## src/rtl/pbd_pkg.sv

```systemverilog
// pbd_pkg: shared types and constants of the PCI BAR decode block.
// No dependencies; imported by the interfaces, the decode unit and the top level.
`default_nettype none

package pbd_pkg;

  localparam int unsigned OFFSET_W   = 8;
  localparam int unsigned DATA_W     = 32;
  localparam int unsigned LEN_W      = 3;
  localparam int unsigned IDX_W      = 3;
  localparam int unsigned ADDR_W     = 64;
  localparam int unsigned LG_W       = 6;
  localparam int unsigned KIND_W     = 2;
  localparam int unsigned KINDS_W    = 12;
  localparam int unsigned SIZES_W    = 42;
  localparam int unsigned CFG_IDX_W  = 1;
  localparam int unsigned CFG_DATA_W = 42;

  // Region slots: six BARs plus the expansion ROM.
  localparam int unsigned MAX_REGIONS = 7;
  localparam int unsigned BAR_COUNT   = 6;
  localparam logic [IDX_W-1:0] ROM_SLOT = 3'd6;

  // Config-space offsets of interest.
  localparam logic [OFFSET_W-1:0] CMD_OFFSET  = 8'h04;
  localparam logic [OFFSET_W-1:0] BAR0_OFFSET = 8'h10;
  localparam logic [5:0]          ROM_DWORD   = 6'd8;   // dword 8 relative to BAR0, offset 0x30

  // BAR kind codes; code 3 decodes as mem32.
  localparam logic [KIND_W-1:0] KIND_MEM32 = 2'd0;
  localparam logic [KIND_W-1:0] KIND_MEM64 = 2'd1;
  localparam logic [KIND_W-1:0] KIND_IO    = 2'd2;

  // Configuration register indexes.
  localparam logic [CFG_IDX_W-1:0] REG_BAR_KINDS = 1'd0;
  localparam logic [CFG_IDX_W-1:0] REG_BAR_SIZES = 1'd1;

  typedef struct packed {
    logic [IDX_W-1:0]  idx;
    logic [KIND_W-1:0] kind;
    logic [LG_W-1:0]   lg;
    logic [DATA_W-1:0] v_lo;
    logic [DATA_W-1:0] v_hi;
    logic              pair_ok;   // an upper slot exists for a mem64 pairing
    logic              io_en;     // command bit 0
    logic              mem_en;    // command bit 1
    logic [ADDR_W-1:0] old_base;
  } dec_req_t;

  typedef struct packed {
    logic              mapped;
    logic [ADDR_W-1:0] base;
    logic              changed;
  } dec_rsp_t;

endpackage

`default_nettype wire

```

## src/rtl/pbd_if.sv

```systemverilog
// pbd_if: valid/ready channel interfaces of the PCI BAR decode block.
// Depends on pbd_pkg for field widths.
`default_nettype none

interface pbd_req_if
  import pbd_pkg::*;
  ();
  logic                valid;
  logic                ready;
  logic [OFFSET_W-1:0] cfg_offset;
  logic [DATA_W-1:0]   write_data;
  logic [LEN_W-1:0]    access_bytes;

  modport source (output valid, cfg_offset, write_data, access_bytes, input ready);
  modport sink   (input valid, cfg_offset, write_data, access_bytes, output ready);
endinterface

interface pbd_rsp_if
  import pbd_pkg::*;
  ();
  logic              valid;
  logic              ready;
  logic [IDX_W-1:0]  bar_index;
  logic              mapped;
  logic [ADDR_W-1:0] region_base;
  logic              changed;
  logic              bus_master_enable;
  logic              last;

  modport source (output valid, bar_index, mapped, region_base, changed,
                  bus_master_enable, last, input ready);
  modport sink   (input valid, bar_index, mapped, region_base, changed,
                  bus_master_enable, last, output ready);
endinterface

interface pbd_cfg_if
  import pbd_pkg::*;
  ();
  logic                  valid;
  logic                  ready;
  logic [CFG_IDX_W-1:0]  index;
  logic [CFG_DATA_W-1:0] data;

  modport source (output valid, index, data, input ready);
  modport sink   (input valid, index, data, output ready);
endinterface

`default_nettype wire

```

## src/rtl/pbd_decode_unit.sv

```systemverilog
// pbd_decode_unit: decode of one region (type mask, mem64 pairing, size alignment).
// Depends on pbd_pkg; shared by every region under the top-level sequencer.
`default_nettype none

module pbd_decode_unit
  import pbd_pkg::*;
(
  input  var dec_req_t dec_in,
  output dec_rsp_t     dec_out
);

  logic              on;
  logic [ADDR_W-1:0] raw_base;
  logic [ADDR_W-1:0] size_mask;
  logic [ADDR_W-1:0] base;

  always_comb begin
    if (dec_in.idx == ROM_SLOT) begin
      on       = dec_in.mem_en & dec_in.v_lo[0];
      raw_base = {32'd0, dec_in.v_lo & 32'hFFFF_F800};
    end else if (dec_in.kind == KIND_IO) begin
      on       = dec_in.io_en;
      raw_base = {32'd0, dec_in.v_lo & ~32'd3};
    end else begin
      on       = dec_in.mem_en;
      raw_base = {((dec_in.kind == KIND_MEM64) && dec_in.pair_ok) ? dec_in.v_hi : 32'd0,
                  dec_in.v_lo & ~32'hF};
    end
  end

  assign size_mask = {ADDR_W{1'b1}} << dec_in.lg;
  assign base      = on ? (raw_base & size_mask) : {ADDR_W{1'b1}};

  assign dec_out.mapped  = on;
  assign dec_out.base    = base;
  assign dec_out.changed = (base != dec_in.old_base);

endmodule

`default_nettype wire

```

## src/rtl/pci_bar_decode_core.sv

```systemverilog
// pci_bar_decode_core: shadow of a PCI type-0 command register and BARs with decode.
// Depends on pbd_pkg, the channel interfaces in pbd_if and pbd_decode_unit.
//
// Usage:
//   req  - config-space write transfers (cfg_offset, write_data, access_bytes).
//   rsp  - decode results, one per registered region touched; last marks the
//          final result of a write. A write that decodes nothing gives none.
//   cfg  - register writes: index 0 bar_kinds, index 1 bar_size_log2s.
//          Always ready; write only while the block is idle.
// Timing: a write is taken while the sequencer is idle. A BAR or ROM write then
//   does a read-modify-write of the BAR store (merge read, merge write) and, for a
//   registered region, a store read and a decode before its result is offered. A write
//   that covers the command register walks the registered regions in index order,
//   each with a store read, then decode in the shared unit. req is ready again once
//   the last result is in the output register.
// Stall: a result waits in the output register while rsp.ready is low; the
//   walk holds in its decode step until the register is free.
// Reset: command and registers clear, BAR store reads as zero (valid bits),
//   every mapping becomes all ones (unmapped). No clearing pass is needed.
`default_nettype none

module pci_bar_decode_core
  import pbd_pkg::*;
#(
  parameter int unsigned NUM_REGIONS = 7
) (
  input  wire clk,
  input  wire rst,
  pbd_req_if.sink   req,
  pbd_rsp_if.source rsp,
  pbd_cfg_if.sink   cfg
);

  localparam int unsigned AW = (NUM_REGIONS > 1) ? $clog2(NUM_REGIONS) : 1;

  typedef enum logic [4:0] {
    ST_IDLE     = 5'b00001,
    ST_MERGE_RD = 5'b00010,
    ST_MERGE_WR = 5'b00100,
    ST_READ     = 5'b01000,
    ST_DECODE   = 5'b10000
  } state_t;

  typedef struct packed {
    logic             found;
    logic [IDX_W-1:0] idx;
  } find_t;

  // byte-lane merge of a 1, 2 or 4 byte write; other lengths leave the dword
  function automatic logic [DATA_W-1:0] merge_lanes(
    input logic [DATA_W-1:0] old,
    input logic [1:0]        off,
    input logic [DATA_W-1:0] data,
    input logic [LEN_W-1:0]  len
  );
    logic [DATA_W-1:0] res;
    res = old;
    if (len == 3'd4) begin
      res = data;
    end else if (len == 3'd1) begin
      res = (old & ~(32'h0000_00FF << {off, 3'b000}))
          | ((data & 32'h0000_00FF) << {off, 3'b000});
    end else if (len == 3'd2) begin
      res = (old & ~(32'h0000_FFFF << {off[1], 4'b0000}))
          | ((data & 32'h0000_FFFF) << {off[1], 4'b0000});
    end
    return res;
  endfunction

  // lowest registered region at or above start
  function automatic find_t find_from(
    input logic [MAX_REGIONS-1:0] mask,
    input logic [IDX_W-1:0]       start
  );
    find_t f;
    f = '0;
    for (int r = MAX_REGIONS - 1; r >= 0; r--) begin
      if (mask[r] && (IDX_W'(r) >= start)) begin
        f.found = 1'b1;
        f.idx   = IDX_W'(r);
      end
    end
    return f;
  endfunction

  // configuration registers
  logic [KINDS_W-1:0] bar_kinds;
  logic [SIZES_W-1:0] bar_size_log2s;

  // shadow state
  logic [DATA_W-1:0] command_value;
  logic [ADDR_W-1:0] mapped_bases [NUM_REGIONS];

  // BAR store: small memory, two registered read ports, valid bits for reset
  logic [DATA_W-1:0]      bar_mem [NUM_REGIONS];
  logic [NUM_REGIONS-1:0] bar_valid;
  logic [AW-1:0]          addr_a, addr_b;
  logic [DATA_W-1:0]      rd_a, rd_b;
  logic                   rd_a_ok, rd_b_ok;
  logic                   mem_we;
  logic [DATA_W-1:0]      mem_wd;
  logic [DATA_W-1:0]      val_a, val_b;

  // sequencer
  state_t              state;
  logic [IDX_W-1:0]    cur;
  logic                walk;
  logic [1:0]          lat_off;
  logic [DATA_W-1:0]   lat_data;
  logic [LEN_W-1:0]    lat_len;

  // output register
  logic              out_valid;
  logic [IDX_W-1:0]  out_index;
  logic              out_mapped;
  logic [ADDR_W-1:0] out_base;
  logic              out_changed;
  logic              out_bme;
  logic              out_last;

  // per-region fields of the configuration
  logic [LG_W-1:0]        lg_arr   [8];
  logic [KIND_W-1:0]      kind_arr [8];
  logic [MAX_REGIONS-1:0] reg_mask;

  always_comb begin
    for (int r = 0; r < 8; r++) begin
      lg_arr[r]   = '0;
      kind_arr[r] = KIND_MEM32;
    end
    for (int r = 0; r < MAX_REGIONS; r++) begin
      lg_arr[r] = bar_size_log2s[LG_W*r +: LG_W];
    end
    for (int r = 0; r < BAR_COUNT; r++) begin
      kind_arr[r] = bar_kinds[KIND_W*r +: KIND_W];
    end
    for (int r = 0; r < MAX_REGIONS; r++) begin
      reg_mask[r] = (r < NUM_REGIONS) && (lg_arr[r] != '0);
    end
  end

  // input classification
  logic              accept;
  logic [8:0]        end_off;
  logic              cmd_hit;
  logic [5:0]        slot_raw;
  logic [IDX_W-1:0]  slot;
  logic              slot_ok;
  find_t             first_reg;
  find_t             next_reg;
  logic [IDX_W-1:0]  cur_inc;
  logic              pair_ok;
  logic              out_free;

  assign accept   = req.valid && req.ready;
  assign end_off  = {1'b0, req.cfg_offset} + {6'd0, req.access_bytes};
  assign cmd_hit  = (req.cfg_offset <= CMD_OFFSET) && (end_off > {1'b0, CMD_OFFSET});
  // dword index relative to BAR0; only used at offsets of BAR0 and above
  assign slot_raw = req.cfg_offset[7:2] - 6'(BAR0_OFFSET >> 2);

  always_comb begin
    slot    = slot_raw[IDX_W-1:0];
    slot_ok = 1'b0;
    if (req.cfg_offset >= BAR0_OFFSET) begin
      if (slot_raw == ROM_DWORD) begin
        slot    = ROM_SLOT;
        slot_ok = ({1'b0, ROM_SLOT} < 4'(NUM_REGIONS));
      end else if (slot_raw < 6'(BAR_COUNT)) begin
        slot_ok = ({1'b0, slot_raw[IDX_W-1:0]} < 4'(NUM_REGIONS));
      end
    end
  end

  assign first_reg = find_from(reg_mask, '0);
  assign cur_inc   = cur + 3'd1;
  assign next_reg  = find_from(reg_mask, cur_inc);
  assign pair_ok   = ({1'b0, cur_inc} < 4'(BAR_COUNT)) && ({1'b0, cur_inc} < 4'(NUM_REGIONS));
  assign out_free  = !out_valid || rsp.ready;

  // memory ports
  always_comb begin
    addr_a = cur[AW-1:0];
    addr_b = pair_ok ? cur_inc[AW-1:0] : cur[AW-1:0];
    mem_we = (state == ST_MERGE_WR);
    mem_wd = merge_lanes(val_a, lat_off, lat_data, lat_len);
  end

  always_ff @(posedge clk) begin
    if (mem_we) begin
      bar_mem[cur[AW-1:0]] <= mem_wd;
    end
    rd_a    <= bar_mem[addr_a];
    rd_b    <= bar_mem[addr_b];
    rd_a_ok <= bar_valid[addr_a];
    rd_b_ok <= bar_valid[addr_b];
  end

  always_ff @(posedge clk) begin
    if (rst) begin
      bar_valid <= '0;
    end else if (mem_we) begin
      bar_valid[cur[AW-1:0]] <= 1'b1;
    end
  end

  assign val_a = rd_a_ok ? rd_a : '0;
  assign val_b = rd_b_ok ? rd_b : '0;

  // shared decode unit
  dec_req_t dec_in;
  dec_rsp_t dec_out;

  always_comb begin
    dec_in.idx      = cur;
    dec_in.kind     = kind_arr[cur];
    dec_in.lg       = lg_arr[cur];
    dec_in.v_lo     = val_a;
    dec_in.v_hi     = val_b;
    dec_in.pair_ok  = pair_ok;
    dec_in.io_en    = command_value[0];
    dec_in.mem_en   = command_value[1];
    dec_in.old_base = mapped_bases[cur[AW-1:0]];
  end

  pbd_decode_unit u_decode (
    .dec_in  (dec_in),
    .dec_out (dec_out)
  );

  // configuration port
  assign cfg.ready = 1'b1;

  always_ff @(posedge clk) begin
    if (rst) begin
      bar_kinds      <= '0;
      bar_size_log2s <= '0;
    end else if (cfg.valid) begin
      unique case (cfg.index)
        REG_BAR_KINDS: bar_kinds      <= cfg.data[KINDS_W-1:0];
        REG_BAR_SIZES: bar_size_log2s <= cfg.data[SIZES_W-1:0];
      endcase
    end
  end

  // sequencer
  assign req.ready = (state == ST_IDLE);

  always_ff @(posedge clk) begin
    if (accept) begin
      lat_off  <= req.cfg_offset[1:0];
      lat_data <= req.write_data;
      lat_len  <= req.access_bytes;
    end
  end

  always_ff @(posedge clk) begin
    if (rst) begin
      state         <= ST_IDLE;
      cur           <= '0;
      walk          <= 1'b0;
      command_value <= '0;
      for (int r = 0; r < NUM_REGIONS; r++) begin
        mapped_bases[r] <= {ADDR_W{1'b1}};
      end
    end else begin
      unique case (state)
        ST_IDLE: begin
          if (accept) begin
            if (cmd_hit) begin
              command_value <= merge_lanes(command_value, req.cfg_offset[1:0],
                                           req.write_data, req.access_bytes);
              walk <= 1'b1;
              cur  <= first_reg.idx;
              if (first_reg.found) begin
                state <= ST_READ;
              end
            end else if (slot_ok) begin
              walk  <= 1'b0;
              cur   <= slot;
              state <= ST_MERGE_RD;
            end
          end
        end
        ST_MERGE_RD: begin
          state <= ST_MERGE_WR;
        end
        ST_MERGE_WR: begin
          state <= reg_mask[cur] ? ST_READ : ST_IDLE;
        end
        ST_READ: begin
          state <= ST_DECODE;
        end
        ST_DECODE: begin
          if (out_free) begin
            mapped_bases[cur[AW-1:0]] <= dec_out.base;
            if (walk && next_reg.found) begin
              cur   <= next_reg.idx;
              state <= ST_READ;
            end else begin
              state <= ST_IDLE;
            end
          end
        end
        default: state <= ST_IDLE;
      endcase
    end
  end

  // output register
  always_ff @(posedge clk) begin
    if (rst) begin
      out_valid <= 1'b0;
    end else if ((state == ST_DECODE) && out_free) begin
      out_valid <= 1'b1;
    end else if (rsp.ready) begin
      out_valid <= 1'b0;
    end
  end

  always_ff @(posedge clk) begin
    if ((state == ST_DECODE) && out_free) begin
      out_index   <= cur;
      out_mapped  <= dec_out.mapped;
      out_base    <= dec_out.base;
      out_changed <= dec_out.changed;
      out_bme     <= command_value[2];
      out_last    <= !(walk && next_reg.found);
    end
  end

  assign rsp.valid             = out_valid;
  assign rsp.bar_index         = out_index;
  assign rsp.mapped            = out_mapped;
  assign rsp.region_base       = out_base;
  assign rsp.changed           = out_changed;
  assign rsp.bus_master_enable = out_bme;
  assign rsp.last              = out_last;

endmodule

`default_nettype wire

```

## src/flat_wrapper.sv

```systemverilog
// flat-port wrapper written by rule: the top's interface ports become plain ports
module pci_bar_decode_core_flat import pbd_pkg::*;
#(
  parameter int unsigned NUM_REGIONS = 7
)
  (clk, rst, req_valid, req_cfg_offset, req_write_data, req_access_bytes, req_ready, rsp_valid, rsp_bar_index, rsp_mapped, rsp_region_base, rsp_changed, rsp_bus_master_enable, rsp_last, rsp_ready, cfg_valid, cfg_index, cfg_data, cfg_ready);
  pbd_req_if req_i ();
  pbd_rsp_if rsp_i ();
  pbd_cfg_if cfg_i ();
  input  wire clk;
  input  wire rst;
  input wire logic [$bits(req_i.valid)-1:0] req_valid;
  input wire logic [$bits(req_i.cfg_offset)-1:0] req_cfg_offset;
  input wire logic [$bits(req_i.write_data)-1:0] req_write_data;
  input wire logic [$bits(req_i.access_bytes)-1:0] req_access_bytes;
  output wire logic [$bits(req_i.ready)-1:0] req_ready;
  output wire logic [$bits(rsp_i.valid)-1:0] rsp_valid;
  output wire logic [$bits(rsp_i.bar_index)-1:0] rsp_bar_index;
  output wire logic [$bits(rsp_i.mapped)-1:0] rsp_mapped;
  output wire logic [$bits(rsp_i.region_base)-1:0] rsp_region_base;
  output wire logic [$bits(rsp_i.changed)-1:0] rsp_changed;
  output wire logic [$bits(rsp_i.bus_master_enable)-1:0] rsp_bus_master_enable;
  output wire logic [$bits(rsp_i.last)-1:0] rsp_last;
  input wire logic [$bits(rsp_i.ready)-1:0] rsp_ready;
  input wire logic [$bits(cfg_i.valid)-1:0] cfg_valid;
  input wire logic [$bits(cfg_i.index)-1:0] cfg_index;
  input wire logic [$bits(cfg_i.data)-1:0] cfg_data;
  output wire logic [$bits(cfg_i.ready)-1:0] cfg_ready;
  assign req_i.valid = req_valid;
  assign req_i.cfg_offset = req_cfg_offset;
  assign req_i.write_data = req_write_data;
  assign req_i.access_bytes = req_access_bytes;
  assign req_ready = req_i.ready;
  assign rsp_valid = rsp_i.valid;
  assign rsp_bar_index = rsp_i.bar_index;
  assign rsp_mapped = rsp_i.mapped;
  assign rsp_region_base = rsp_i.region_base;
  assign rsp_changed = rsp_i.changed;
  assign rsp_bus_master_enable = rsp_i.bus_master_enable;
  assign rsp_last = rsp_i.last;
  assign rsp_i.ready = rsp_ready;
  assign cfg_i.valid = cfg_valid;
  assign cfg_i.index = cfg_index;
  assign cfg_i.data = cfg_data;
  assign cfg_ready = cfg_i.ready;
  pci_bar_decode_core #(.NUM_REGIONS(NUM_REGIONS)) u_core (.clk(clk), .rst(rst), .req(req_i), .rsp(rsp_i), .cfg(cfg_i));
endmodule
```

## config.mk

```make
export PLATFORM = sky130hd
export DESIGN_NAME = pci_bar_decode_core_flat
export DESIGN_NICKNAME = d
export VERILOG_FILES = /design/src/rtl/pbd_pkg.sv /design/src/rtl/pbd_if.sv /design/src/rtl/pbd_decode_unit.sv /design/src/rtl/pci_bar_decode_core.sv /design/src/flat_wrapper.sv
export SDC_FILE = /design/constraint.sdc
export NUM_CORES = 1
export LEC_CHECK = 0
export BUFFER_PORTS_ARGS = -buffer_cell sky130_fd_sc_hd__buf_2
export CELL_PAD_IN_SITES_DETAIL_PLACEMENT = 2
export CELL_PAD_IN_SITES_GLOBAL_PLACEMENT = 2
export CORE_MARGIN = 2
export CORE_UTILIZATION = 25
export CTS_CLUSTER_DIAMETER = 60
export DETAILED_ROUTE_END_ITERATION = 16
export GPL_TIMING_DRIVEN = 0
export HOLD_SLACK_MARGIN = 0.15
export PLACE_DENSITY_LB_ADDON = 0.1
export SYNTH_ARGS = -nofsm -noshare
export SYNTH_HDL_FRONTEND = slang
export SYNTH_SLANG_ARGS = --single-unit
```

## constraint.sdc

```tcl
create_clock -name clk -period 9.4 [get_ports clk]
set_clock_uncertainty 0.15 [all_clocks]
set_input_delay 0.94 -clock clk [delete_from_list [all_inputs] [get_ports clk]]
set_output_delay 0.94 -clock clk [all_outputs]
set_load 0.005 [all_outputs]
```

# Word-level counts from Yosys, hierarchy flattened
# Memories as Yosys holds them, arrays and structs flattened. A register that Yosys moved wholly into a read port is not among the register bits.
# Index checks and enable logic that the tools add are counted.
# Widths: inputs -> output; s select.
op_classes:
  n_addsub: 3
  n_mul: 0
  n_div: 0
  magnitude_cmp: 18
  eq_ne: 21
  n_shift: 9
  mux: 79
  bitwise_logic: 17
  n_reduce_logical: 35
op_table:
  columns: ["cell", "count"]
  rows:
  - ["$mux 32", 9]
  - ["$mux 64", 4]
  - ["$and 32x32->32", 4]
  - ["$not 32->32", 4]
  - ["$or 32x32->32", 4]
  - ["$and 64x64->64", 1]
  - ["$mux 4", 16]
  - ["$ne 64x64->1", 1]
  - ["$reduce_or 64->1", 1]
  - ["$shl 16x5->32", 2]
  - ["$shl 16x5->32 const A", 2]
  - ["$shl 64x6->64 const A", 1]
  - ["$shl 8x5->32", 2]
  - ["$shl 8x5->32 const A", 2]
  - ["$reduce_bool 6->1", 7]
  - ["$mux 3", 11]
  - ["$mux 5", 5]
  - ["$pmux 5 s5", 1]
  - ["$mux 1", 22]
  - ["$bmux 6 s3", 1]
  - ["$logic_and 1x1->1", 14]
  - ["$mux 6", 2]
  - ["$add 8x3->9", 1]
  - ["$bmux 1 s3", 3]
  - ["other kinds (43)", 62]
totals:
  reg_bits: 213
  latchBits: 0
  mem_bits_rw: 672
  mem_bits_ro: 0
  output_inout_bits: 74
  wordCells: 203
  memories: 2
mem_list:
  columns: ["memory", "words", "width", "read_ports", "rd_clocked_by_memory_dff", "wr", "line_no", "text"]
  rows:
  - ["u_core.mapped_bases", 7, 64, 1, 1, 7, "pci_bar_decode_core.sv:92", "logic [ADDR_W-1:0] mapped_bases [NUM_REGIONS];"]
  - ["u_core.bar_mem", 7, 32, 2, 2, 1, "pci_bar_decode_core.sv:95", "logic [DATA_W-1:0] bar_mem [NUM_REGIONS];"]

# Logic depth before layout (Yosys ltp)
# Gate-level depths: netlist of run 1.
logic_depth:
  depth_word: 16
  ltp_mapped: 20

# Modules after synthesis
# From an unflattened synthesis of run 1, not the netlist that was laid out.
unflattened:
  hier_cells: 3651
  hier_area_um2: 43912.1
modules_own_cells:
  columns: ["module", "n_inst", "cells_each", "area_per_inst_um2"]
  rows:
  - ["pci_bar_decode_core", 1, 3299, 41671.2]
  - ["pbd_decode_unit", 1, 352, 2240.9]

# Worst setup path before layout of run 1
# No wires, ideal clock.
synth_path:
  path_kind: "register to register"
  start: "reg u_core.cur[0] (netlist: u_core.addr_a[0])"
  end: "mem u_core.mapped_bases[7][10], enable pin"
  t_arrival_ps: 5974
  path_slack_ps: 2715
  path_stages_with_launch: 9
  path_buffers: 6
  synth_period_minus_slack_ps: 6685
  path_cell_list: "dfxtp_1 -> buf_6 -> buf_6 -> buf_6 -> buf_6 -> clkbuf_1 -> clkinv_1 -> clkbuf_1 -> nor3_1"
synth_rtl:
  columns: ["element", "line_no", "text"]
  rows:
  - ["start: declaration", "pci_bar_decode_core.sv:106", "logic [IDX_W-1:0] cur;"]
  - ["start signal: assignment", "pci_bar_decode_core.sv:273", "cur <= first_reg.idx;"]
  - ["start signal: assignment", "pci_bar_decode_core.sv:279", "cur <= slot;"]
  - ["start signal: assignment", "pci_bar_decode_core.sv:297", "cur <= next_reg.idx;"]
  - ["end: declaration", "pci_bar_decode_core.sv:92", null]

==> results.cfg, run 1 <==
[timing]
rsz0062_at_grt = false
min_period_over_period_pct = 92.09
fmax_ghz = 0.1155
finalSetupViolations = 0
slew_headroom_pct = 1.921
final_hold_viol_count = 0
slew_viol_final = 0
tightest_slew_ns = 1.471
fin_crit_ns = 8.656

[critical_path]
crit_type = flip-flop to flip-flop
ff2ff_setup_slack_ns = 0.74
cp.arrival_ns = 9.03
startpoint = u_core.addr_a[0]
required_ns = 9.77
crit_fanout = 10
end_kind = flip-flop
crit_path_start_kind = flip-flop
rr_startpoint = u_core.addr_a[0]

[pwr]
irDropWorstVdd_v = 0.0002004
powerDensity_nw_per_um2 = 248.2
p_leak_nw = 16.07

[route]
drt-vias-per-instance = 5.128
ant_nets = 0
wl_per_cell_um = 34.12
dr.pass1.iters = 5
drc = 0
vias = 31940
drt_first_iter_violations = 2382
routed_wirelength_mm = 212.5

[placed_design]
placed_cell_area_um2 = 47350
io_buffers = 163
globalplace.congestion = 0.8675
place_hpwl_mm = 153.3

[yosys]
mappedNetlistArea_um2 = 42640
synth-xor-area-share_pct = 0.2671
muxShareOfSynthArea_pct = 9.810
synthCells = 3499
synth_top_area_cell = edfxtp_1
yosysTopAreaCellShare_pct = 54.37
synth_area_per_cell_um2 = 12.19
synth-async-reset-ratio_pct = 0
synth_edf_count = 772
synth_fp_nets = 3601
synth.distinct_cells = 88
synthAdderAreaFrac_pct = 0.3404
synth_top_family_by_area = simple AND/OR/NAND/NOR gates
netlist_top_cells_area = edfxtp_1, dfxtp_1, nand2_1
yosys.area_share.simple_pct = 13.47
ys_ff_latch = 978
ys_warn_count = 0
synth_flop_cell = edfxtp_1
ys_seq_area_share_pct = 64.05
synth-compound-area-share_pct = 9.162

[floorplan]
die_w_um = 417.0
initial_core_util_pct = 25.16
die_h_um = 417.0
ios = 165
core_area_um2 = 169500
rows = 151
dieArea_um2 = 173900

[final_layout]
final_cell_mix = nand2_1, edfxtp_1, nor2_1
nNetsFinal = 3995
drive_gt1_share_pct = 18.13
postLayoutCoreUtil_pct = 30.73
fillers = 17920
area_delta_synth_final_pct = 22.16
final_common_cell = nand2_1
final_area_um2 = 52080

[clock_tree]
htree_num_levels = 4
cts-buffers-inserted = 134
clock_path_buffers = 3
cts_root_buf = clkbuf_16
clkLatencyLatePin_ns = 0.81
clock_sinks = 978
tritoncts = built
clkTransAtPathRegs_ns = 0.05

[run_status]
status = finished, final reports clean

[global_routing]
grt_pass1_vias = 34130
grt_first_pass_wirelength_mm = 290.7
grt_usage_pct = 24.26
grt_max_degree = 41
grt_overflow = 0
antenna_found_initial = 9

[min_path]
hp-class = input port to flip-flop
worstHoldStart = req_write_data[1]

[run]
cap_violations = 0
per-layer routing:
metal  wire length (um)  GRT usage [%]  vias to the layer above
li1                   -              -                    13760
met1              93740          31.87                    17100
met2             105100          41.97                      838
met3               8005          3.031                      245
met4               5698          6.552                        0
met5                  0              0                        -
logic make-up (layout without fill, tap and decap cells):
logic type | Yosys count | count (layout)
compound gates | 600 | 600
xor+xnor | 13 | 13
fa+ha+maj | 11 | 11
buf+inv | 282 | 788
flops | 978 | 978
mux | 256 | 256
other cells | 1 | 7
simple gates | 1358 | 1358
final cells by class:
type | count | area, um^2 | area share [%]
diodes | 6 | 15.01 | 0.02883
plain buffers | 237 | 1070 | 2.054
clock buffers | 186 | 3751 | 7.202
clock inverters | 62 | 675.6 | 1.297
inverters | 45 | 168.9 | 0.3243
multi-input cells | 2239 | 14270 | 27.40
flip-flops and latches | 978 | 27310 | 52.43
well taps | 2218 | 2775 | 5.328
repair buffers | 258 | 2051 | 3.937
where the power goes:
group	switching (W)	internal, W
combinational	0.00191	0.000639
clock	0.00211	0.00304
sequential	0.000296	0.00493
total	0.00432	0.00861
stage by stage:
| step | setup TNS, ns | cells | total power, W | worst slack (ns) | hold slack [ns] |
|---|---|---|---|---|---|
| floorplan | 0 | 3499 | 0.006375 | 2.715 | 0.2580 |
| global placement | -763.49 | 5880 | 0.007811 | -5.357 | 0.2946 |
| detailed placement | 0 | 5945 | 0.007857 | 0.6856 | 0.3087 |
| CTS | 0 | 6222 | 0.01306 | 0.6728 | 0.1703 |
| global route | 0 | 6223 | 0.01334 | 0.5549 | 0.1848 |
| finish | 0 | 6229 | 0.01293 | 0.7438 | 0.2206 |
synth_stat cells, types with 8 or more instances:
| library cell | instances |
|---|---|
| a211oi_1 | 14 |
| a221oi_1 | 28 |
| and3_1 | 9 |
| nor4_1 | 18 |
| nor3_1 | 30 |
| a21oi_1 | 223 |
| a31oi_1 | 14 |
| mux4_2 | 126 |
| mux2_2 | 31 |
| clkbuf_1 | 146 |
| dfxtp_1 | 206 |
| and2_1 | 23 |
| buf_2 | 54 |
| nand2_1 | 807 |
| o21ai_0 | 109 |
| ha_1 | 10 |
| mux2i_1 | 98 |
| nand2b_1 | 14 |
| nand3_1 | 148 |
| a22o_1 | 30 |
| buf_4 | 11 |
| o2111ai_1 | 16 |
| xnor2_1 | 8 |
| nor2_1 | 234 |
| a21o_1 | 14 |
| a22oi_1 | 19 |
| o22ai_1 | 24 |
| buf_6 | 9 |
| o31ai_1 | 15 |
| o211ai_1 | 14 |
| inv_1 | 41 |
| nand4_1 | 22 |
| edfxtp_1 | 772 |
| buf_1 | 17 |
| nor2b_1 | 13 |
registers in the layout, summed over array words and instances (netlist names), 2 cells and up, named ones only:
register,cells
u_core.mapped_bases,504
u_core.bar_size_log2s,42
u_core.rd_a,32
u_core.bar_mem,224
u_core.rsp.region_base,63
u_core.rsp.bar_index,3
u_core.bar_valid,7
u_core.lat_data,32
u_core.state,5
u_core.bar_kinds,12
u_core.lat_off,2
u_core.rd_b,32
u_core.addr_a,3
u_core.lat_len,3
what timing repair did:
item	in CTS	in global routing
hold buffers	29	0
endpoints found under the hold margin	29	0
resized for setup	0	0
buffers inserted	0	0
worst max-delay path, cell delays in order, from the launching register on:
cell and delay (ns):
dfxtp_1 0.47, buf_6 0.20, buf_6 0.18, buf_6 0.19, buf_6 0.18, clkbuf_1 0.56, clkinv_1 0.39, clkbuf_1 0.62
ha_1 0.49, nand2_1 0.27, o2111ai_1 0.21, o211a_4 0.29, buf_2 0.25, buf_2 0.34, nor2_1 1.04, inv_1 0.49
nor2_1 1.09, buf_2 0.75, nand2_1 0.12
path summary, 6_finish.rpt:
path | to | cells after the start
setup reg to reg | u_core.mapped_bases[3][16] | 18
setup / recovery | u_core.mapped_bases[3][16] | 18
hold / removal | u_core.lat_data[1] | 1
hold reg to reg | u_core.bar_kinds[8] | 2
Power figures use the tool's default switching activity.
==> run 2, diff against run 1 <==
--- a/config.mk
+++ b/config.mk
@@ -9,7 +9,7 @@
 export CELL_PAD_IN_SITES_DETAIL_PLACEMENT = 2
 export CELL_PAD_IN_SITES_GLOBAL_PLACEMENT = 2
 export CORE_MARGIN = 2
-export CORE_UTILIZATION = 25
+export CORE_UTILIZATION = 35
 export CTS_CLUSTER_DIAMETER = 60
 export DETAILED_ROUTE_END_ITERATION = 16
 export GPL_TIMING_DRIVEN = 0
==> run 2 against run 1 <==
The flow now finishes with violations (max-capacitance violations, max-slew violations); sequential cell count unchanged; via count up 1.7%; cell area down 3.2%; fmax up 2.5%; hold slack worse by 0.027 ns; die area down 28%; critical path depth unchanged; global-route usage up 6.3 points; wire length down 9.6%; first-iteration DRC count up 31%; count of clock-buffer cells in the layout down 29.
==> results.cfg, run 2 (same netlist as run 1, synthesis figures left out) <==
[placed_design]
globalplace.congestion = 0.9271
place_hpwl_mm = 138.1
dp_cells = 5342
dp_slack_ns = 1.273
io_buffers = 163
placed_cell_area_um2 = 46390

[timing]
fmax_ghz = 0.1184
rsz0062_at_grt = false
final_hold_viol_count = 0
finalSetupViolations = 0
slew_headroom_pct = -3.867
layout_setup_ws_ns = 0.9515
fin_crit_ns = 8.448
whs_ns = 0.1936
tightest_slew_ns = 1.552
slew_viol_final = 21
min_period_over_period_pct = 89.88

[clock_tree]
cts_root_buf = clkbuf_16
clkTransAtPathRegs_ns = 0.06
tritoncts = built
post-cts-setup-buffer-count = 0
cts_resized = 0
holdBufCountCts = 0
cts-buffers-inserted = 117
clock_path_buffers = 3
htree_num_levels = 3
clock_sinks = 978
clkLatencyLatePin_ns = 0.77

[route]
drc = 0
drt_first_iter_violations = 3132
ant_nets = 0
dr.pass1.iters = 6
wl_per_cell_um = 34.48
routed_wirelength_mm = 192.1
drt-vias-per-instance = 5.832
vias = 32480

[global_routing]
grt_pass1_vias = 34500
use_met2_pct = 51.04
grt_overflow = 0
grtUsageMet1_pct = 38.91
grt_first_pass_wirelength_mm = 268.0
grt_busiest_layer = met2
use_met3_pct = 4.894
grt_max_degree = 44
antenna_found_initial = 6
grt_usage_pct = 30.53

[final_layout]
postLayoutCoreUtil_pct = 41.52
final_cell_mix = nand2_1, edfxtp_1, nor2_1
largest_reg_flops = 504
drive_gt1_share_pct = 17.61
final_area_um2 = 50400
area_delta_synth_final_pct = 18.21
top_register = u_core.mapped_bases
fillers = 12490
final_common_cell = nand2_1
nNetsFinal = 3938
final_cells = 5570

[critical_path]
ff2ff_setup_slack_ns = 0.95
critPathMaxStageDelay_ns = 1.25
worstReg2RegEnd = u_core.mapped_bases[3][18]
cp.arrival_ns = 8.77
cpMaxStageDelayCell = nor2_1
path_cells = buf_6 -> buf_6 -> buf_6 -> buf_6 -> clkbuf_1 -> clkinv_1 -> clkbuf_1 -> ha_1 -> nand2_1 -> o2111ai_1 -> o211a_4 -> buf_2 -> buf_2 -> nor2_1 -> inv_1 -> nor2_1 -> buf_2 -> nand2_1
worstRegToRegCells = 18
end_kind = flip-flop
rr_startpoint = u_core.addr_a[0]
required_ns = 9.72
crit_fanout = 10
cpMostUsedCell = buf_6
crit_type = flip-flop to flip-flop
crit_path_start_kind = flip-flop

[floorplan]
ios = 165
core_area_um2 = 121400
die_h_um = 353.0
dieArea_um2 = 124600
rows = 128
die_w_um = 353.0
initial_core_util_pct = 35.12

[min_path]
hp-class = input port to flip-flop
worstHoldStart = req_write_data[14]
hold_depth = 1
worstHoldEndpoint = u_core.lat_data[14]

[run_status]
status = finished with violations
failed_checks = max-capacitance violations, max-slew violations

[pwr]
powerDensity_nw_per_um2 = 244.8
irDropWorstVdd_v = 0.0001664
p_leak_nw = 15.63

[run]
cap_violations = 2
## run 2: how the worst max path moves through the flow
stage	start	endpoint	slack [ns]	depth (start not counted)
floorplan	u_core.addr_a[0]	u_core.mapped_bases[7][10]	2.71	8
global placement	u_core.addr_a[0]	u_core.mapped_bases[7][34]	-4.26	8
detailed placement	u_core.addr_a[0]	u_core.mapped_bases[3][18]	1.27	18
CTS	u_core.addr_a[0]	u_core.mapped_bases[3][18]	1.25	18
global route	u_core.addr_a[0]	u_core.mapped_bases[3][18]	0.94	18
finish	u_core.addr_a[0]	u_core.mapped_bases[3][18]	0.95	18
## run 2: critical path: cells and delay by family (launching register included)
family,cells,cell delay [ns]
AND/OR/NAND/NOR,4,2.63
AO/OA/AOI/OAI,2,0.49
buffers and inverters,11,3.87
adder cells (fa/ha/maj),1,0.49
flip-flops,1,0.47
## run 2: per-stage QoR
stage          setup TNS (ns)  power (W)
3_3_place_gp          -603.09   0.007615
3_5_place_dp                0   0.007660
6_report                    0    0.01234
5_1_grt                     0    0.01267
2_1_floorplan               0   0.006375
4_1_cts                     0    0.01236
## run 2: report_power, final
part	switching [W]	internal, W
Clock	0.00197	0.00275
Sequential	0.000266	0.00493
Combinational	0.00180	0.000623
Total	0.00404	0.00830
## run 2: final cells by class
class                           instances  area [um^2]  area share [%]
Clock inverter                         67        765.7           1.519
Timing Repair Buffer                  218         1595           3.165
Sequential cell                       978        27310           54.18
Antenna cell                            4        10.01         0.01986
Buffer                                237         1067           2.118
Clock buffer                          157         3213           6.375
Multi-Input combinational cell       2239        14240           28.25
Inverter                               45        168.9          0.3351
Tap cell                             1625         2033           4.034
## run 2: layer usage
metal  part of all wire [%]  vias up
met4                    5.3        4
met1                     40    17060
met5                  0.012        -
li1                       -    13670
met2                     48     1341
met3                    6.3      412
